<file path="config.mk">
export PLATFORM = sky130hd
export DESIGN_NAME = mqtt_publish_parser
export DESIGN_NICKNAME = d
export VERILOG_FILES = /design/src/hw/rtl/mqttpp_pkg.sv /design/src/hw/rtl/mqtt_publish_parser.sv /design/src/hw/rtl/mqttpp_in_stage.sv /design/src/hw/rtl/mqttpp_parse_core.sv /design/src/hw/rtl/mqttpp_out_stage.sv
export SDC_FILE = /design/constraint.sdc
export NUM_CORES = 1
export LEC_CHECK = 0
export ABC_AREA = 1
export BUFFER_PORTS_ARGS = -buffer_cell sky130_fd_sc_hd__buf_2
export CAP_MARGIN = 10
export CORE_MARGIN = 1
export CORE_UTILIZATION = 60
export DETAILED_ROUTE_END_ITERATION = 10
export MAX_ROUTING_LAYER = met4
export PLACE_DENSITY = 0.81
export RECOVER_POWER = 50
export REMOVE_ABC_BUFFERS = 1
export SLEW_MARGIN = 10
export SYNTH_ARGS = -nofsm -noshare
export SYNTH_HDL_FRONTEND = slang
export SYNTH_SLANG_ARGS = --single-unit
</file>
<file path="constraint.sdc">
create_clock -name aclk -period 5.4 [get_ports aclk]
set_input_delay 0.27 -clock aclk [delete_from_list [all_inputs] [get_ports aclk]]
set_output_delay 0.27 -clock aclk [all_outputs]
set_load 0.02 [all_outputs]
</file>
<file path="src/hw/rtl/mqttpp_pkg.sv">
// Shared types, widths and codes for the MQTT PUBLISH packet parser.
package mqttpp_pkg;

    // Field widths
    localparam int DATA_W = 8;
    localparam int LEN_W  = 28;
    localparam int TLEN_W = 16;
    localparam int MID_W  = 16;
    localparam int PCNT_W = 32;
    localparam int CAP_W  = 17;
    localparam int USER_W = 3;

    // Result tdata: 107 field bits padded to whole bytes
    localparam int M_TDATA_W = 112;
    localparam int M_PAD_W   = 5;

    // Defaults
    localparam int MAX_LEN_BYTES_DEF = 4;
    localparam logic [CAP_W-1:0] CAP_RESET = 17'd256;

    // Control packet type of a PUBLISH header
    localparam logic [3:0] PUBLISH_TYPE = 4'h3;

    typedef enum logic [2:0] {
        PH_HEADER  = 3'd0,
        PH_LENGTH  = 3'd1,
        PH_TLEN_HI = 3'd2,
        PH_TLEN_LO = 3'd3,
        PH_TOPIC   = 3'd4,
        PH_MID_HI  = 3'd5,
        PH_MID_LO  = 3'd6,
        PH_PAYLOAD = 3'd7
    } phase_t;

    typedef enum logic [2:0] {
        CLS_HEADER    = 3'd0,
        CLS_LENGTH    = 3'd1,
        CLS_TOPIC_LEN = 3'd2,
        CLS_TOPIC     = 3'd3,
        CLS_MSG_ID    = 3'd4,
        CLS_PAYLOAD   = 3'd5,
        CLS_DISCARD   = 3'd6
    } byte_class_t;

    typedef enum logic [2:0] {
        ST_OK         = 3'd0,
        ST_WRONG_TYPE = 3'd1,
        ST_LEN_LONG   = 3'd2,
        ST_TOPIC_LONG = 3'd3,
        ST_TRUNCATED  = 3'd4
    } status_t;

    // One input byte with its end-of-buffer flag
    typedef struct packed {
        logic [DATA_W-1:0] data;
        logic              last;
    } in_item_t;

    // One result item
    typedef struct packed {
        byte_class_t       byte_class;
        logic [DATA_W-1:0] data_out;
        logic              dup_flag;
        logic [1:0]        qos_level;
        logic              retain_flag;
        logic [LEN_W-1:0]  remaining_length;
        logic [TLEN_W-1:0] topic_length;
        logic [MID_W-1:0]  message_id;
        logic [PCNT_W-1:0] payload_count;
        status_t           status;
        logic              packet_done;
    } result_t;

endpackage

</file>
<file path="src/hw/rtl/mqtt_publish_parser.sv">
// Top level of the MQTT PUBLISH packet parser: ports, capacity register, stage wiring.
//
//   Channel  Direction  Handshake                    Contents
//   cfg      in         cfg_valid / cfg_ready        topic capacity (17 bits)
//   s_axis   in         s_axis_tvalid / tready       packet byte, tlast = last byte of buffer
//   m_axis   out        m_axis_tvalid / tready       decoded fields, tuser = byte class
//
// One byte per cycle sustained while m_axis_tready is high; a result passes the input
// register, then the result register, before it is valid on m_axis.
// The state update in the parse core, done in one step per byte, sets this rate.
// Reset (synchronous, aresetn low) returns the packet state to header and the
// topic capacity to 256. A stalled m_axis holds the result register and backs
// up to s_axis_tready through the input register; no byte is lost or repeated.
module mqtt_publish_parser #(
    parameter int MAX_LENGTH_BYTES = mqttpp_pkg::MAX_LEN_BYTES_DEF
) (
    input  logic                                aclk,
    input  logic                                aresetn,
    // Configuration write: topic_capacity
    input  logic                                cfg_valid,
    output logic                                cfg_ready,
    input  logic [mqttpp_pkg::CAP_W-1:0]        cfg_data,
    // Input bytes
    input  logic                                s_axis_tvalid,
    output logic                                s_axis_tready,
    // tdata: [7:0] data_byte
    input  logic [mqttpp_pkg::DATA_W-1:0]       s_axis_tdata,
    input  logic                                s_axis_tlast,
    // Results
    output logic                                m_axis_tvalid,
    input  logic                                m_axis_tready,
    // tdata: [7:0] data_out, [8] dup_flag, [10:9] qos_level, [11] retain_flag,
    //        [39:12] remaining_length, [55:40] topic_length, [71:56] message_id,
    //        [103:72] payload_count, [106:104] status, [111:107] zero
    output logic [mqttpp_pkg::M_TDATA_W-1:0]    m_axis_tdata,
    // tuser: [2:0] byte_class
    output logic [mqttpp_pkg::USER_W-1:0]       m_axis_tuser,
    output logic                                m_axis_tlast
);
    import mqttpp_pkg::*;

    logic [CAP_W-1:0] cap_reg;
    logic [CAP_W-1:0] cap_next;

    in_item_t s_item;
    in_item_t in_item;
    logic     in_valid;
    logic     out_ready;
    logic     step;
    result_t  core_res;
    result_t  m_result;

    // Hold the topic capacity; writes are always taken
    assign cfg_ready = 1'b1;

    always_comb begin
        cap_next = cap_reg;
        if (cfg_valid && cfg_ready) begin
            cap_next = cfg_data;
        end
    end

    always_ff @(posedge aclk) begin
        if (!aresetn) begin
            cap_reg <= CAP_RESET;
        end else begin
            cap_reg <= cap_next;
        end
    end

    assign s_item.data = s_axis_tdata;
    assign s_item.last = s_axis_tlast;

    // A byte moves through the core when the result register has room
    assign step = in_valid && out_ready;

    mqttpp_in_stage u_in_stage (
        .aclk      (aclk),
        .aresetn   (aresetn),
        .s_valid   (s_axis_tvalid),
        .s_ready   (s_axis_tready),
        .s_item    (s_item),
        .out_ready (out_ready),
        .in_valid  (in_valid),
        .in_item   (in_item)
    );

    mqttpp_parse_core #(
        .MAX_LENGTH_BYTES (MAX_LENGTH_BYTES)
    ) u_parse_core (
        .aclk           (aclk),
        .aresetn        (aresetn),
        .step           (step),
        .item           (in_item),
        .topic_capacity (cap_reg),
        .res            (core_res)
    );

    mqttpp_out_stage u_out_stage (
        .aclk      (aclk),
        .aresetn   (aresetn),
        .step      (step),
        .res_in    (core_res),
        .out_ready (out_ready),
        .m_valid   (m_axis_tvalid),
        .m_ready   (m_axis_tready),
        .m_result  (m_result)
    );

    // Pack the result fields, highest field first
    assign m_axis_tdata = {
        {M_PAD_W{1'b0}},
        m_result.status,
        m_result.payload_count,
        m_result.message_id,
        m_result.topic_length,
        m_result.remaining_length,
        m_result.retain_flag,
        m_result.qos_level,
        m_result.dup_flag,
        m_result.data_out
    };
    assign m_axis_tuser = m_result.byte_class;
    assign m_axis_tlast = m_result.packet_done;

endmodule

</file>
<file path="src/hw/rtl/mqttpp_in_stage.sv">
// Input register stage of the parser: holds one accepted byte until the core takes it.
module mqttpp_in_stage (
    input  logic                 aclk,
    input  logic                 aresetn,
    input  logic                 s_valid,
    output logic                 s_ready,
    input  mqttpp_pkg::in_item_t s_item,
    input  logic                 out_ready,
    output logic                 in_valid,
    output mqttpp_pkg::in_item_t in_item
);
    import mqttpp_pkg::*;

    logic     valid_reg;
    logic     valid_next;
    in_item_t item_reg;

    // Accept while empty or while the held byte moves on this cycle
    assign s_ready = !valid_reg || out_ready;

    always_comb begin
        valid_next = valid_reg;
        if (s_ready) begin
            valid_next = s_valid;
        end
    end

    always_ff @(posedge aclk) begin
        if (!aresetn) begin
            valid_reg <= 1'b0;
        end else begin
            valid_reg <= valid_next;
        end
    end

    // Load the byte on each input transfer
    always_ff @(posedge aclk) begin
        if (s_valid && s_ready) begin
            item_reg <= s_item;
        end
    end

    assign in_valid = valid_reg;
    assign in_item  = item_reg;

endmodule

</file>
<file path="src/hw/rtl/mqttpp_parse_core.sv">
// Packet state machine and field decode: one byte taken in per step.
module mqttpp_parse_core #(
    parameter int MAX_LENGTH_BYTES = mqttpp_pkg::MAX_LEN_BYTES_DEF
) (
    input  logic                               aclk,
    input  logic                               aresetn,
    input  logic                               step,
    input  mqttpp_pkg::in_item_t               item,
    input  logic [mqttpp_pkg::CAP_W-1:0]       topic_capacity,
    output mqttpp_pkg::result_t                res
);
    import mqttpp_pkg::*;

    localparam int CNT_W = $clog2(MAX_LENGTH_BYTES + 1);

    // Packet state
    phase_t            phase_reg,    phase_next,    phase_upd;
    logic [CNT_W-1:0]  len_cnt_reg,  len_cnt_next,  len_cnt_upd;
    logic [LEN_W-1:0]  len_val_reg,  len_val_next,  len_val_upd;
    logic [3:0]        flags_reg,    flags_next,    flags_upd;
    logic [TLEN_W-1:0] topic_len_reg, topic_len_next, topic_len_upd;
    logic [TLEN_W-1:0] topic_left_reg, topic_left_next, topic_left_upd;
    logic [MID_W-1:0]  msg_id_reg,   msg_id_next,   msg_id_upd;
    logic [PCNT_W-1:0] pcnt_reg,     pcnt_next,     pcnt_upd;
    status_t           err_reg,      err_next,      err_upd;

    logic [LEN_W-1:0]  len_term;
    logic [TLEN_W-1:0] tlen_full;
    logic [CAP_W-1:0]  tlen_plus1;
    logic [TLEN_W-1:0] left_dec;
    phase_t            phase_after_topic;
    byte_class_t       byte_class;

    // Place the 7-bit group of this length byte at its base-128 position
    always_comb begin
        len_term = '0;
        for (int i = 0; i < MAX_LENGTH_BYTES; i++) begin
            if (len_cnt_reg == CNT_W'(i)) begin
                len_term = LEN_W'(item.data[6:0]) << (7 * i);
            end
        end
    end

    assign tlen_full  = topic_len_reg | {8'h00, item.data};
    assign tlen_plus1 = {1'b0, tlen_full} + CAP_W'(1);
    assign left_dec   = topic_left_reg - TLEN_W'(1);
    assign phase_after_topic = (flags_reg[2:1] != 2'b00) ? PH_MID_HI : PH_PAYLOAD;

    // Next state: update from this byte, then clear at the end of the buffer
    always_comb begin
        phase_upd      = phase_reg;
        len_cnt_upd    = len_cnt_reg;
        len_val_upd    = len_val_reg;
        flags_upd      = flags_reg;
        topic_len_upd  = topic_len_reg;
        topic_left_upd = topic_left_reg;
        msg_id_upd     = msg_id_reg;
        pcnt_upd       = pcnt_reg;
        err_upd        = err_reg;

        if (err_reg == ST_OK) begin
            unique case (phase_reg)
                PH_HEADER: begin
                    if (item.data[7:4] != PUBLISH_TYPE) begin
                        err_upd = ST_WRONG_TYPE;
                    end else begin
                        flags_upd = item.data[3:0];
                    end
                    phase_upd = PH_LENGTH;
                end
                PH_LENGTH: begin
                    len_val_upd = len_val_reg + len_term;
                    len_cnt_upd = len_cnt_reg + CNT_W'(1);
                    if (!item.data[7]) begin
                        phase_upd = PH_TLEN_HI;
                    end else if (len_cnt_upd >= CNT_W'(MAX_LENGTH_BYTES)) begin
                        err_upd = ST_LEN_LONG;
                    end
                end
                PH_TLEN_HI: begin
                    topic_len_upd = {item.data, 8'h00};
                    phase_upd     = PH_TLEN_LO;
                end
                PH_TLEN_LO: begin
                    topic_len_upd = tlen_full;
                    if (tlen_plus1 > topic_capacity) begin
                        err_upd = ST_TOPIC_LONG;
                    end else begin
                        topic_left_upd = tlen_full;
                        phase_upd = (tlen_full != '0) ? PH_TOPIC : phase_after_topic;
                    end
                end
                PH_TOPIC: begin
                    topic_left_upd = left_dec;
                    if (left_dec == '0) begin
                        phase_upd = phase_after_topic;
                    end
                end
                PH_MID_HI: begin
                    msg_id_upd = {item.data, 8'h00};
                    phase_upd  = PH_MID_LO;
                end
                PH_MID_LO: begin
                    msg_id_upd = msg_id_reg | {8'h00, item.data};
                    phase_upd  = PH_PAYLOAD;
                end
                PH_PAYLOAD: begin
                    if (pcnt_reg != '1) begin
                        pcnt_upd = pcnt_reg + PCNT_W'(1);
                    end
                end
            endcase

            // Buffer ends before the payload is reached
            if (item.last && err_upd == ST_OK && phase_upd != PH_PAYLOAD) begin
                err_upd = ST_TRUNCATED;
            end
        end

        if (item.last) begin
            phase_next      = PH_HEADER;
            len_cnt_next    = '0;
            len_val_next    = '0;
            flags_next      = '0;
            topic_len_next  = '0;
            topic_left_next = '0;
            msg_id_next     = '0;
            pcnt_next       = '0;
            err_next        = ST_OK;
        end else begin
            phase_next      = phase_upd;
            len_cnt_next    = len_cnt_upd;
            len_val_next    = len_val_upd;
            flags_next      = flags_upd;
            topic_len_next  = topic_len_upd;
            topic_left_next = topic_left_upd;
            msg_id_next     = msg_id_upd;
            pcnt_next       = pcnt_upd;
            err_next        = err_upd;
        end
    end

    // Class of this byte: by phase, or discard once an error is held
    always_comb begin
        byte_class = CLS_DISCARD;
        if (err_reg == ST_OK) begin
            unique case (phase_reg)
                PH_HEADER:  byte_class = CLS_HEADER;
                PH_LENGTH:  byte_class = CLS_LENGTH;
                PH_TLEN_HI: byte_class = CLS_TOPIC_LEN;
                PH_TLEN_LO: byte_class = CLS_TOPIC_LEN;
                PH_TOPIC:   byte_class = CLS_TOPIC;
                PH_MID_HI:  byte_class = CLS_MSG_ID;
                PH_MID_LO:  byte_class = CLS_MSG_ID;
                PH_PAYLOAD: byte_class = CLS_PAYLOAD;
            endcase
        end
    end

    // Result shows the state after this byte, before the end-of-buffer clear
    always_comb begin
        res.byte_class       = byte_class;
        res.data_out         = item.data;
        res.dup_flag         = flags_upd[3];
        res.qos_level        = flags_upd[2:1];
        res.retain_flag      = flags_upd[0];
        res.remaining_length = len_val_upd;
        res.topic_length     = topic_len_upd;
        res.message_id       = msg_id_upd;
        res.payload_count    = pcnt_upd;
        res.status           = err_upd;
        res.packet_done      = item.last;
    end

    // Advance packet state on each step
    always_ff @(posedge aclk) begin
        if (!aresetn) begin
            phase_reg      <= PH_HEADER;
            len_cnt_reg    <= '0;
            len_val_reg    <= '0;
            flags_reg      <= '0;
            topic_len_reg  <= '0;
            topic_left_reg <= '0;
            msg_id_reg     <= '0;
            pcnt_reg       <= '0;
            err_reg        <= ST_OK;
        end else if (step) begin
            phase_reg      <= phase_next;
            len_cnt_reg    <= len_cnt_next;
            len_val_reg    <= len_val_next;
            flags_reg      <= flags_next;
            topic_len_reg  <= topic_len_next;
            topic_left_reg <= topic_left_next;
            msg_id_reg     <= msg_id_next;
            pcnt_reg       <= pcnt_next;
            err_reg        <= err_next;
        end
    end

    // An error holds the packet state until the buffer ends
    a_error_sticky: assert property (@(posedge aclk) disable iff (!aresetn)
        (step && !item.last && err_reg != ST_OK) |=>
            ($stable(err_reg) && $stable(phase_reg) && $stable(pcnt_reg)))
        else $error("packet state changed after an error");

    // The end of a buffer leaves a clean header state
    a_clear_on_last: assert property (@(posedge aclk) disable iff (!aresetn)
        (step && item.last) |=>
            (phase_reg == PH_HEADER && err_reg == ST_OK && len_cnt_reg == '0))
        else $error("state not cleared after last byte");

    // Length byte count stays within the allowed field size
    a_len_cnt_range: assert property (@(posedge aclk) disable iff (!aresetn)
        len_cnt_reg <= CNT_W'(MAX_LENGTH_BYTES))
        else $error("length byte count out of range");

    // A discarded byte only occurs with an error already reported
    a_discard_err: assert property (@(posedge aclk) disable iff (!aresetn)
        (step && byte_class == CLS_DISCARD) |-> (res.status != ST_OK))
        else $error("discarded byte without error status");

endmodule

</file>
<file path="src/hw/rtl/mqttpp_out_stage.sv">
// Result register stage of the parser: holds one result until the sink takes it.
module mqttpp_out_stage (
    input  logic                aclk,
    input  logic                aresetn,
    input  logic                step,
    input  mqttpp_pkg::result_t res_in,
    output logic                out_ready,
    output logic                m_valid,
    input  logic                m_ready,
    output mqttpp_pkg::result_t m_result
);
    import mqttpp_pkg::*;

    logic    valid_reg;
    logic    valid_next;
    result_t result_reg;

    // Room when empty or when the held result is taken this cycle
    assign out_ready = !valid_reg || m_ready;

    always_comb begin
        valid_next = valid_reg;
        if (out_ready) begin
            valid_next = step;
        end
    end

    always_ff @(posedge aclk) begin
        if (!aresetn) begin
            valid_reg <= 1'b0;
        end else begin
            valid_reg <= valid_next;
        end
    end

    // Capture the result of each step
    always_ff @(posedge aclk) begin
        if (step) begin
            result_reg <= res_in;
        end
    end

    assign m_valid  = valid_reg;
    assign m_result = result_reg;

endmodule
</file>
# Word-level counts from Yosys, hierarchy flattened
# Memory sizes are Yosys's and may differ from the RTL's. A register that Yosys moved wholly into a read port is not among the register bits.
# Cells that the tools add are included.
# word_totals
reg_bits	257
latchBits	0
ram_bits	0
romBits	24
output_inout_bits	119
elab_cells	116
mem_count	1
# memory_table
name	words	word_bits	read_ports	rd_clocked_by_memory_dff	write_ports	line	source
(name not given)	8	3	1	1	0	mqttpp_parse_core.sv:147	unique case (phase_reg)
# op_classes
addsub	5
n_mul	0
div	0
magnitude_cmp	2
n_eq_ne	14
n_shift	0
mux	46
n_bitwise	2
n_reduce_logical	22
# op_table
op	count
$mux W28	6
$mux W32	4
$mux W16	7
$pmux W16 S2	3
$mux W3	18
$add A32 B1 Y32 const B	1
$ne A32 B32 Y1 const B	1
$or A16 B8 Y16	2
$add A28 B28 Y28	1
$pmux W3 S7	1
$add A16 B1 Y17 const B	1
$gt A17 B17 Y1	1
$logic_not A16 Y1	1
$mux W4	4
$reduce_bool A16 Y1	1
$sub A16 B1 Y16 const B	1
$eq A3 B2 Y1 const B	4
$eq A3 B3 Y1 const B	4
$logic_not A3 Y1	4
$pmux W3 S3	1
$mux W7	1
$eq A3 B1 Y1 const B	2
$ne A3 B3 Y1 const B	2
$reduce_bool A2 Y1	3
11 further kinds	17

# Longest topological paths before layout
# Gate-level depths: netlist (run 1).
# logic_depth
ltp_word	12
mapped_depth	28
mapped_depth_nobuf	28

# Modules after synthesis
# A second synthesis (run 1) with hierarchy kept.
# unflattened
cells_unflattened	1890
hier_area_um2	14586.5
# modules_own_cells
module	instances	cells_each	area_per_inst_um2
mqttpp_parse_core	1	1640	10100.9
mqttpp_out_stage	1	117	3379.5
mqtt_publish_parser	1	117	784.5
mqttpp_in_stage	1	16	321.6

# Worst setup path after synthesis (run 1)
# OpenSTA, ideal clock, no wires.
# synth_timing
path_kind	flip-flop to flip-flop
from	register u_out_stage.valid_reg (netlist: u_out_stage.m_valid)
to	register u_parse_core.topic_left_reg[3]
setup_ps	71
t_arrival_ps	4055
required_ps	5329
path_slack_ps	1274
path_stages_with_launch	11
path_buffers	1
synth_period_minus_slack_ps	4126
cell_sequence	dfxtp_1 nand2_1 nand2_1 inv_1 o21ai_1 a31oi_1 nand2_2 inv_2 buf_6 o2111ai_1 a21oi_1
# synth_between
elab_chain_cells	4
# synth_lines
element	line	source
from (decl)	mqttpp_out_stage.sv:14	logic valid_reg;
from (signal assigned)	mqttpp_out_stage.sv:32	valid_reg <= valid_next;
$logic_not A1 Y1	mqttpp_out_stage.sv:19	assign out_ready = !valid_reg || m_ready;
$logic_or A1 B1 Y1	mqttpp_out_stage.sv:19	
$logic_and A1 B1 Y1	mqtt_publish_parser.sv:75	assign step = in_valid && out_ready;
via step	mqtt_publish_parser.sv:49	logic step;
$reduce_and A4 Y1 (no source line)	n/a	
to (signal assigned)	mqttpp_parse_core.sv:193	topic_left_reg <= topic_left_next;
to (decl)	mqttpp_parse_core.sv:22	logic [TLEN_W-1:0] topic_left_reg, topic_left_next, topic_left_upd;
# The timed path passes the listed nets, and every way through them passes these cells.
# A chain may end at the register's enable or synchronous reset.

==> results of run 1 <==
logic make-up (layout without fill, tap and decap cells):
family,Yosys count,after routing,share of synthesized area
compound gates,365,365,0.144
simple gates,824,824,0.254
flops,260,260,0.444
xor+xnor,60,60,0.0380
fa+ha+maj,59,59,0.0516
other cells,2,6,0.000520
buf+inv,247,384,0.0691
worst reg2reg max path: cells and delay by family, from the launching register on:
kind                   cells  cell delay, ns
flip-flops                 1            0.40
buffers and inverters      1            1.52
AO/OA/AOI/OAI              2            0.34
AND/OR/NAND/NOR            4            1.99
through the flow:
step / util / total power [uW] / setup TNS, ns / setup slack, ns / area (um2)
CTS: 0.691 / 4380 / 0 / 1.27 / 16300
global route: 0.682 / 4500 / 0 / 0.646 / 16100
finish: 0.682 / 4360 / 0 / 0.974 / 16100
floorplan: - / 2480 / -33.38 / -0.690 / 14100
global placement: 0.650 / 2620 / 0 / 1.45 / 15300
detailed placement: 0.650 / 2620 / 0 / 1.30 / 15300
cell type report:
type	instances	area, um2	share of cell area
multi-input cells	1314	7010	0.437
flip-flops and latches	260	6410	0.399
clock buffers	42	793	0.0494
repair buffers	163	756	0.0471
inverters	171	646	0.0402
well taps	319	399	0.0249
clock inverters	8	46.3	0.00288
placed cells by master (no fill, tap or decap), types with 6 or more instances in the layout:
master,netlist,layout
nand2_2,9,7
a21oi_1,209,210
clkbuf_16,0,28
nor2_2,9,7
conb_1,2,6
inv_1,152,152
o21ai_0,60,65
nand4_1,27,27
nand3_2,8,6
nand3b_1,6,6
edfxtp_1,120,120
nand2_1,453,455
o21ai_1,18,13
dlygate4sd3_1,0,13
o22ai_1,8,8
nor2_1,157,158
o21bai_1,7,7
nand3_1,87,89
xor2_1,34,35
clkbuf_1,46,128
buf_2,15,27
a211oi_1,9,9
xnor2_1,23,23
nor3_1,28,30
ha_1,58,58
o211ai_1,10,10
a21oi_2,7,6
dfxtp_1,140,140
inv_2,16,14
power by group through the flow:
stage                     combinational (uW)  clock [uW]  sequential, uW
after floorplan                          238           0            2240
after global placement                   418           0            2200
after detailed placement                 425           0            2200
after CTS                                436        1790            2160
after global routing                     474        1860            2170
final                                    428        1780            2160
worst max path at each step:
stage,startpoint,end,cells past startpoint
4_1_cts,u_in_stage.in_item[1],u_parse_core.topic_left_reg[15],25
3_5_place_dp,u_in_stage.in_item[1],u_parse_core.topic_left_reg[0],25
2_1_floorplan,u_out_stage.m_valid,u_parse_core.len_cnt_reg[0],7
3_3_place_gp,u_in_stage.in_item[1],u_parse_core.topic_left_reg[15],25
5_1_grt,u_in_stage.in_item[1],u_parse_core.topic_left_reg[9],25
6_report,u_parse_core.err_reg[0],u_parse_core.topic_len_reg[14],7
metal layers:
metal	vias up	global-route usage
li1	6330	-
met1	6098	0.455
met2	562	0.517
met3	80	0.0391
met4	0	0.0999
met5	-	-
==> impl_table.tex, run 1 <==
\begin{tabular}{lr}
\hline
Metric & Value \\
\hline
\multicolumn{2}{l}{\textbf{Synthesis}} \\
\quad Top cell types by occurrence after synthesis & nand2\_1, a21oi\_1, nor2\_1 \\
\quad Post-synthesis cell area & around 14,000 um2 \\
\quad Fraction of synthesis flops using an asynchronous set or reset pin & 0 \\
\quad Sequential-to-total area share from yosys stat & 0.444 \\
\quad Top cells by area, synth & edfxtp\_1, dfxtp\_1, nand2\_1 \\
\quad Synthesis Warnings & 0 \\
\quad Most frequent cell after synthesis & nand2\_1 \\
\quad Fraction of synthesized cell area taken by the top area cell type & 0.250 \\
\quad Post-synthesis cell type count & 61 \\
\quad Count of flip-flops with a built-in enable after synthesis & 120 \\
\quad Cell count after synthesis & 1,817 \\
\quad Ys flop type & dfxtp\_1 \\
\quad Cell type contributing the most total cell area after synthesis & edfxtp\_1 \\
\quad Per-instance average area after synthesis & between 7 and 8 um2 \\
\quad Synth Register Bits & 260 \\
\multicolumn{2}{l}{\textbf{Routing}} \\
\quad Number of routed nets with antenna violations & 0 \\
\quad Via count & around 13,000 \\
\quad Detailed-routing wirelength on met1 & between 15,000 and 20,000 um \\
\quad Post-route DRC violation count & 0 \\
\quad Number of DRC markers in iteration 0 & about 1,100 \\
\quad Routed via count divided by cell count & between 5 and 6 \\
\quad Post-DR wirelength/cell & around 18 um \\
\quad First drt pass iteration count & 7 \\
\quad Met2 wire length & between 15,000 and 20,000 um \\
\quad Drt total wl & $\sim$40,000 um \\
\quad Total met3 wirelength after detailed routing & 3090 um \\
\quad Top routing layer used & met4 \\
\multicolumn{2}{l}{\textbf{Clocking}} \\
\quad Hold-fix buffers, CTS & 13 \\
\quad Clock network latency to the later pin of the worst-skew pair & approximately 0.55 ns \\
\quad Maximum number of buffers from clock root to sink & 3 \\
\quad Number of buffers created by CTS & 27 \\
\quad Resized Gates After CTS & 0 \\
\quad Clk root buf & clkbuf\_16 \\
\quad Register clock-pin slew on the reported worst setup and hold paths & approximately 0.060 ns \\
\quad Maximum level of the CTS H-tree & 1 \\
\quad Clk sink count & 260 \\
\quad CTS tree & done \\
\quad Post-CTS setup repair buffer count & 0 \\
\multicolumn{2}{l}{\textbf{Cells and area}} \\
\quad Ratio of cells with drive above 1 in the final layout & 0.0771 \\
\quad Area added between synthesis and finish & 11.2\% \\
\quad ANT cells & 0 \\
\quad Number of flip-flops under the largest register name & approximately 110 \\
\quad Total Nets Final & 2,027 \\
\quad Count of filler cells inserted in the layout & slightly above 2,000 \\
\quad Non-filler cells in the finished layout & approximately 2,300 \\
\multicolumn{2}{l}{\textbf{Timing}} \\
\quad Final Hold Violating Endpoints & 0 \\
\quad Worst Skew & $\sim$0.018 ns \\
\quad Final setup violation count & 0 \\
\quad Remaining max-slew budget at the tightest pin & -0.521 \\
\quad Hold\_ws & 0.0119 ns \\
\quad RSZ-0062 raised after global routing & false \\
\quad Minimum clock period after layout & 4.43 ns \\
\quad Transition time of the tightest slew-check pin & approximately 2.3 ns \\
\quad Ratio of final minimum period to clock period & 0.820 \\
\quad Maximum achievable frequency & 226 MHz \\
\quad Count of final max-slew check failures & between 200 and 250 \\
\multicolumn{2}{l}{\textbf{Critical path}} \\
\quad Crit path arrival time & around 4.8 ns \\
\quad Category of the worst setup path capture point & register \\
\quad Count of buffer and inverter cells on the critical path & 1 \\
\quad Beginning of the worst register-to-register path & u\_parse\_core.err\_reg[0] \\
\quad Startpoint type of the worst setup path & register \\
\quad Library cell contributing the largest single delay on the critical path & clkbuf\_1 \\
\quad Required time of the critical path & slightly below 6 ns \\
\quad Cell occurring most often along the worst timing path & nand2\_1 \\
\quad Critical path cell sequence & nor3\_1 > clkbuf\_1 > nand2\_1 > nor2\_1 > o22ai\_1 > nand2\_1 > a21oi\_1 \\
\quad WS Path Type & reg2reg \\
\quad Family with the most delay on the worst path & simple AND/OR/NAND/NOR gates \\
\quad Worst reg-to-reg path cell count & 7 \\
\quad Stage delay of the slowest cell on the critical path & about 1.5 ns \\
\quad Flop-to-flop setup slack & $\sim$0.97 ns \\
\quad Maximum fanout encountered on the critical timing path & 39 \\
\quad Capture point of the worst reg-to-reg path & u\_parse\_core.topic\_len\_reg[14] \\
\multicolumn{2}{l}{\textbf{Die}} \\
\quad Placeable core region & 23,500 um2 \\
\quad Die span in x & between 150 and 200 um \\
\quad Num ports & 150 \\
\quad Y dimension of the die & about 160 um \\
\quad Overall die area & around 25,000 um2 \\
\quad Starting Density & 0.613 \\
\quad Total number of placement rows & 56 \\
\multicolumn{2}{l}{\textbf{Placement}} \\
\quad Gpl congestion & 1.01 \\
\quad IO buf count & 143 \\
\quad Total half-perimeter wirelength after legalization and detailed placement & 28,400 um \\
\quad Count of placed standard cells including taps & 2,214 \\
\multicolumn{2}{l}{\textbf{Power}} \\
\quad Int Power & approximately 3200 uW \\
\quad Combinational Power Share & 0.098 \\
\quad IR drop worst, VDD & $\sim$280 uV \\
\quad Net switching power of the design & between 1000 and 1500 uW \\
\quad Clock share of power & 0.407 \\
\quad Power Density & 272 nW/um2 \\
\quad Sequential group share of total power & 0.495 \\
\quad Pleak & approximately 0.0062 uW \\
\quad Switching part of the total power & 0.256 \\
\multicolumn{2}{l}{\textbf{Min path}} \\
\quad Hold path start & s\_axis\_tvalid \\
\quad Endpoint of the worst hold path & u\_in\_stage.in\_valid \\
\quad Depth of the worst hold-timing path & 3 \\
\quad Class of the worst hold path & in2reg \\
\multicolumn{2}{l}{\textbf{Outcome}} \\
\quad Violations in the final reports & max-capacitance violations, max-slew violations \\
\quad Status & finished with violations \\
\multicolumn{2}{l}{\textbf{Global route}} \\
\quad Maximum number of pins on one net before global-route repair & 83 \\
\quad GRT Overall Usage & 0.332 \\
\quad Wire length of the first global-routing pass & around 63,000 um \\
\quad Initial antenna violation count & 0 \\
\quad Overflow left after global routing & 0 \\
\quad Via count of the first global-routing pass & between 10,000 and 15,000 \\
\multicolumn{2}{l}{\textbf{Run}} \\
\quad Total of max-cap violations & 5 \\
\hline
\end{tabular}
Power figures use the tool's default switching activity.
==> run 2, diff against run 1 <==
clock period = 4.3 ns   (was 5.4 ns; I/O delays follow)
==> run 2 against run 1 <==
Net effect: the flow still finishes with violations (max-capacitance violations, max-slew violations); largest cell class unchanged; maximum frequency rose by 12%; via count rose by 0.41%; wire length fell by 0.96%.
==> impl_table.tex, run 2 (synthesis gave the netlist of run 1 again) <==
\begin{tabular}{lr}
\hline
Metric & Value \\
\hline
\multicolumn{2}{l}{\textbf{Timing}} \\
\quad Count of final max-slew check failures & roughly 110 \\
\quad Transition time of the tightest slew-check pin & 2.93 ns \\
\quad Final Hold Violating Endpoints & 0 \\
\quad Worst Skew & 0.00962 ns \\
\quad Maximum achievable frequency & about 250 MHz \\
\quad Final setup violation count & 0 \\
\quad Ratio of final minimum period to clock period & 0.920 \\
\quad Minimum clock period after layout & 3.95 ns \\
\quad Remaining max-slew budget at the tightest pin & -0.951 \\
\quad Final critical-path setup slack & between 0.3 and 0.4 ns \\
\quad RSZ-0062 raised after global routing & false \\
\quad Hold\_ws & 0.0142 ns \\
\multicolumn{2}{l}{\textbf{Cells and area}} \\
\quad Total Nets Final & slightly above 2,000 \\
\quad Ratio of cells with drive above 1 in the final layout & 0.0902 \\
\quad Number of flip-flops under the largest register name & between 100 and 150 \\
\quad Non-filler cells in the finished layout & 2,303 \\
\quad Core utilization of the finished layout & 0.696 \\
\quad Most common cell after layout, fill and taps aside & nand2\_1 \\
\quad ANT cells & 0 \\
\quad Area added between synthesis and finish & 13.5\% \\
\quad Most frequent cells in the layout & nand2\_1, a21oi\_1, nor2\_1 \\
\multicolumn{2}{l}{\textbf{Placement}} \\
\quad Setup Slack @ Placement & about 0.39 ns \\
\quad Gpl congestion & approximately 1 \\
\quad Count of placed standard cells including taps & around 2,200 \\
\quad Total half-perimeter wirelength after legalization and detailed placement & 27,400 um \\
\quad IO buf count & about 140 \\
\multicolumn{2}{l}{\textbf{Routing}} \\
\quad Drt total wl & slightly below 40,000 um \\
\quad Via count & between 10,000 and 15,000 \\
\quad Post-route DRC violation count & 0 \\
\quad Post-DR wirelength/cell & approximately 17 um \\
\quad Number of routed nets with antenna violations & 0 \\
\quad First drt pass iteration count & 6 \\
\quad Routed via count divided by cell count & 5.70 \\
\quad Number of DRC markers in iteration 0 & 1,148 \\
\multicolumn{2}{l}{\textbf{Power}} \\
\quad Power Density & roughly 340 nW/um2 \\
\quad Pleak & 0.00636 uW \\
\quad IR drop worst, VDD & approximately 310 uV \\
\multicolumn{2}{l}{\textbf{Die}} \\
\quad Num ports & 150 \\
\quad Overall die area & about 25,000 um2 \\
\quad Die span in x & roughly 160 um \\
\quad Y dimension of the die & roughly 160 um \\
\quad Total number of placement rows & 56 \\
\quad Placeable core region & 23,500 um2 \\
\quad Starting Density & 0.613 \\
\multicolumn{2}{l}{\textbf{Critical path}} \\
\quad Crit path to & u\_parse\_core.topic\_left\_reg[1] \\
\quad Maximum fanout encountered on the critical timing path & 15 \\
\quad Count of buffer and inverter cells on the critical path & 6 \\
\quad Worst reg-to-reg path cell count & 26 \\
\quad WS Path Type & reg2reg \\
\quad Crit path arrival time & approximately 4.4 ns \\
\quad Capture point of the worst reg-to-reg path & u\_parse\_core.topic\_left\_reg[1] \\
\quad Family with the most delay on the worst path & simple AND/OR/NAND/NOR gates \\
\quad Flop-to-flop setup slack & 0.35 ns \\
\quad Stage delay of the slowest cell on the critical path & between 0.4 and 0.5 ns \\
\quad Library cell contributing the largest single delay on the critical path & edfxtp\_1 \\
\quad Category of the worst setup path capture point & register \\
\quad Beginning of the worst register-to-register path & u\_in\_stage.in\_item[3] \\
\quad WP depth & 26 \\
\quad Startpoint type of the worst setup path & register \\
\quad Required time of the critical path & 4.75 ns \\
\quad Start point of the critical path & u\_in\_stage.in\_item[3] \\
\multicolumn{2}{l}{\textbf{Min path}} \\
\quad Class of the worst hold path & in2reg \\
\quad Depth of the worst hold-timing path & 4 \\
\multicolumn{2}{l}{\textbf{Clocking}} \\
\quad Clk sink count & 260 \\
\quad Number of buffers created by CTS & 27 \\
\quad Clk root buf & clkbuf\_16 \\
\quad Clock network latency to the later pin of the worst-skew pair & between 0.5 and 0.6 ns \\
\quad Maximum level of the CTS H-tree & 1 \\
\quad CTS tree & done \\
\quad Maximum number of buffers from clock root to sink & 3 \\
\quad Register clock-pin slew on the reported worst setup and hold paths & 0.06 ns \\
\multicolumn{2}{l}{\textbf{Global route}} \\
\quad GRT Overall Usage & 0.332 \\
\quad Initial antenna violation count & 0 \\
\quad Wire length of the first global-routing pass & about 62,000 um \\
\quad Maximum number of pins on one net before global-route repair & 113 \\
\quad Overflow left after global routing & 0 \\
\quad Via count of the first global-routing pass & 12,200 \\
\multicolumn{2}{l}{\textbf{Outcome}} \\
\quad Status & finished with violations \\
\quad Violations in the final reports & max-capacitance violations, max-slew violations \\
\multicolumn{2}{l}{\textbf{Run}} \\
\quad Total of max-cap violations & 1 \\
\hline
\end{tabular}
run 2: changes by cell type in the layout (fill, tap and decap cells not counted), moves of 3 or more:
cell and delta:
buf_4 +9, dlygate4sd3_1 +15, o21ai_0 -5, nand2_2 +3
clkinvlp_2 -3, clkbuf_1 -3, nand2_1 -3, clkinv_2 +4
o21ai_1 +5
run 2: worst min path at each step:
stage | start | endpoint | slack (ns)
finish | m_axis_tready | u_out_stage.m_valid | 0.01
global route | m_axis_tready | u_out_stage.m_valid | 0.03
CTS | m_axis_tready | u_out_stage.m_valid | 0.002
detailed placement | s_axis_tdata[5] | u_in_stage.in_item[6] | 0.39
global placement | s_axis_tdata[5] | u_in_stage.in_item[6] | 0.39
floorplan | s_axis_tlast | u_in_stage.in_item[0] | 0.31
run 2: cell type report:
type / instances / area [um2]
inverters: 171 / 648
multi-input cells: 1314 / 7060
clock inverters: 10 / 85.1
repair buffers: 189 / 982
fillers: 1974 / 7150
flip-flops and latches: 260 / 6410
well taps: 319 / 399
clock buffers: 40 / 806
run 2: per-layer routing:
layer  GRT usage  vias to the layer above  part of all wire
met2       0.510                      574              0.45
met3      0.0570                       86             0.087
met4       0.101                        0             0.029
met1       0.448                     6079              0.43
li1            -                     6384                 -
met5           -                        -                 0
run 2: worst reg2reg max path: stages, from the launching register on:
cell,delay (ns)
edfxtp_1,0.47
inv_2,0.12
nand2_2,0.13
inv_2,0.06
nor3_2,0.18
nand3_1,0.13
nor2_1,0.10
inv_1,0.08
nor2_4,0.12
nand4_2,0.14
nor4_2,0.21
xor2_1,0.18
inv_1,0.06
ha_1,0.31
nand2_1,0.08
nor2_1,0.15
nand2_1,0.06
nor2_1,0.16
nand3_1,0.09
nand3_1,0.15
nand2_2,0.11
inv_2,0.07
nand3_2,0.06
nand2_2,0.14
buf_4,0.23
a31oi_1,0.08
a211oi_2,0.19
run 2: through the flow:
| stage | TNS (ns) | instance area, um2 | power (uW) |
|---|---|---|---|
| 2_1_floorplan | -254.79 | 14100 | 3110 |
| 3_3_place_gp | 0 | 15400 | 3290 |
| 3_5_place_dp | 0 | 15400 | 3300 |
| 4_1_cts | 0 | 16500 | 5610 |
| 5_1_grt | 0 | 16400 | 5780 |
| 6_report | 0 | 16400 | 5600 |
run 2: power breakdown:
part | internal, uW | switching, uW | total [uW]
Sequential | 2670 | 42.3 | 2710
Clock | 1360 | 973 | 2330
Combinational | 156 | 402 | 558
Total | 4180 | 1420 | 5600
run 2: what timing repair did:
action / 4_1_cts / 5_1_grt
setup buffers: 0 / 4
hold endpoints to repair: 25 / 0
hold buffers: 28 / 0
resized for setup: 0 / 2
setup endpoints to repair: 0 / 14
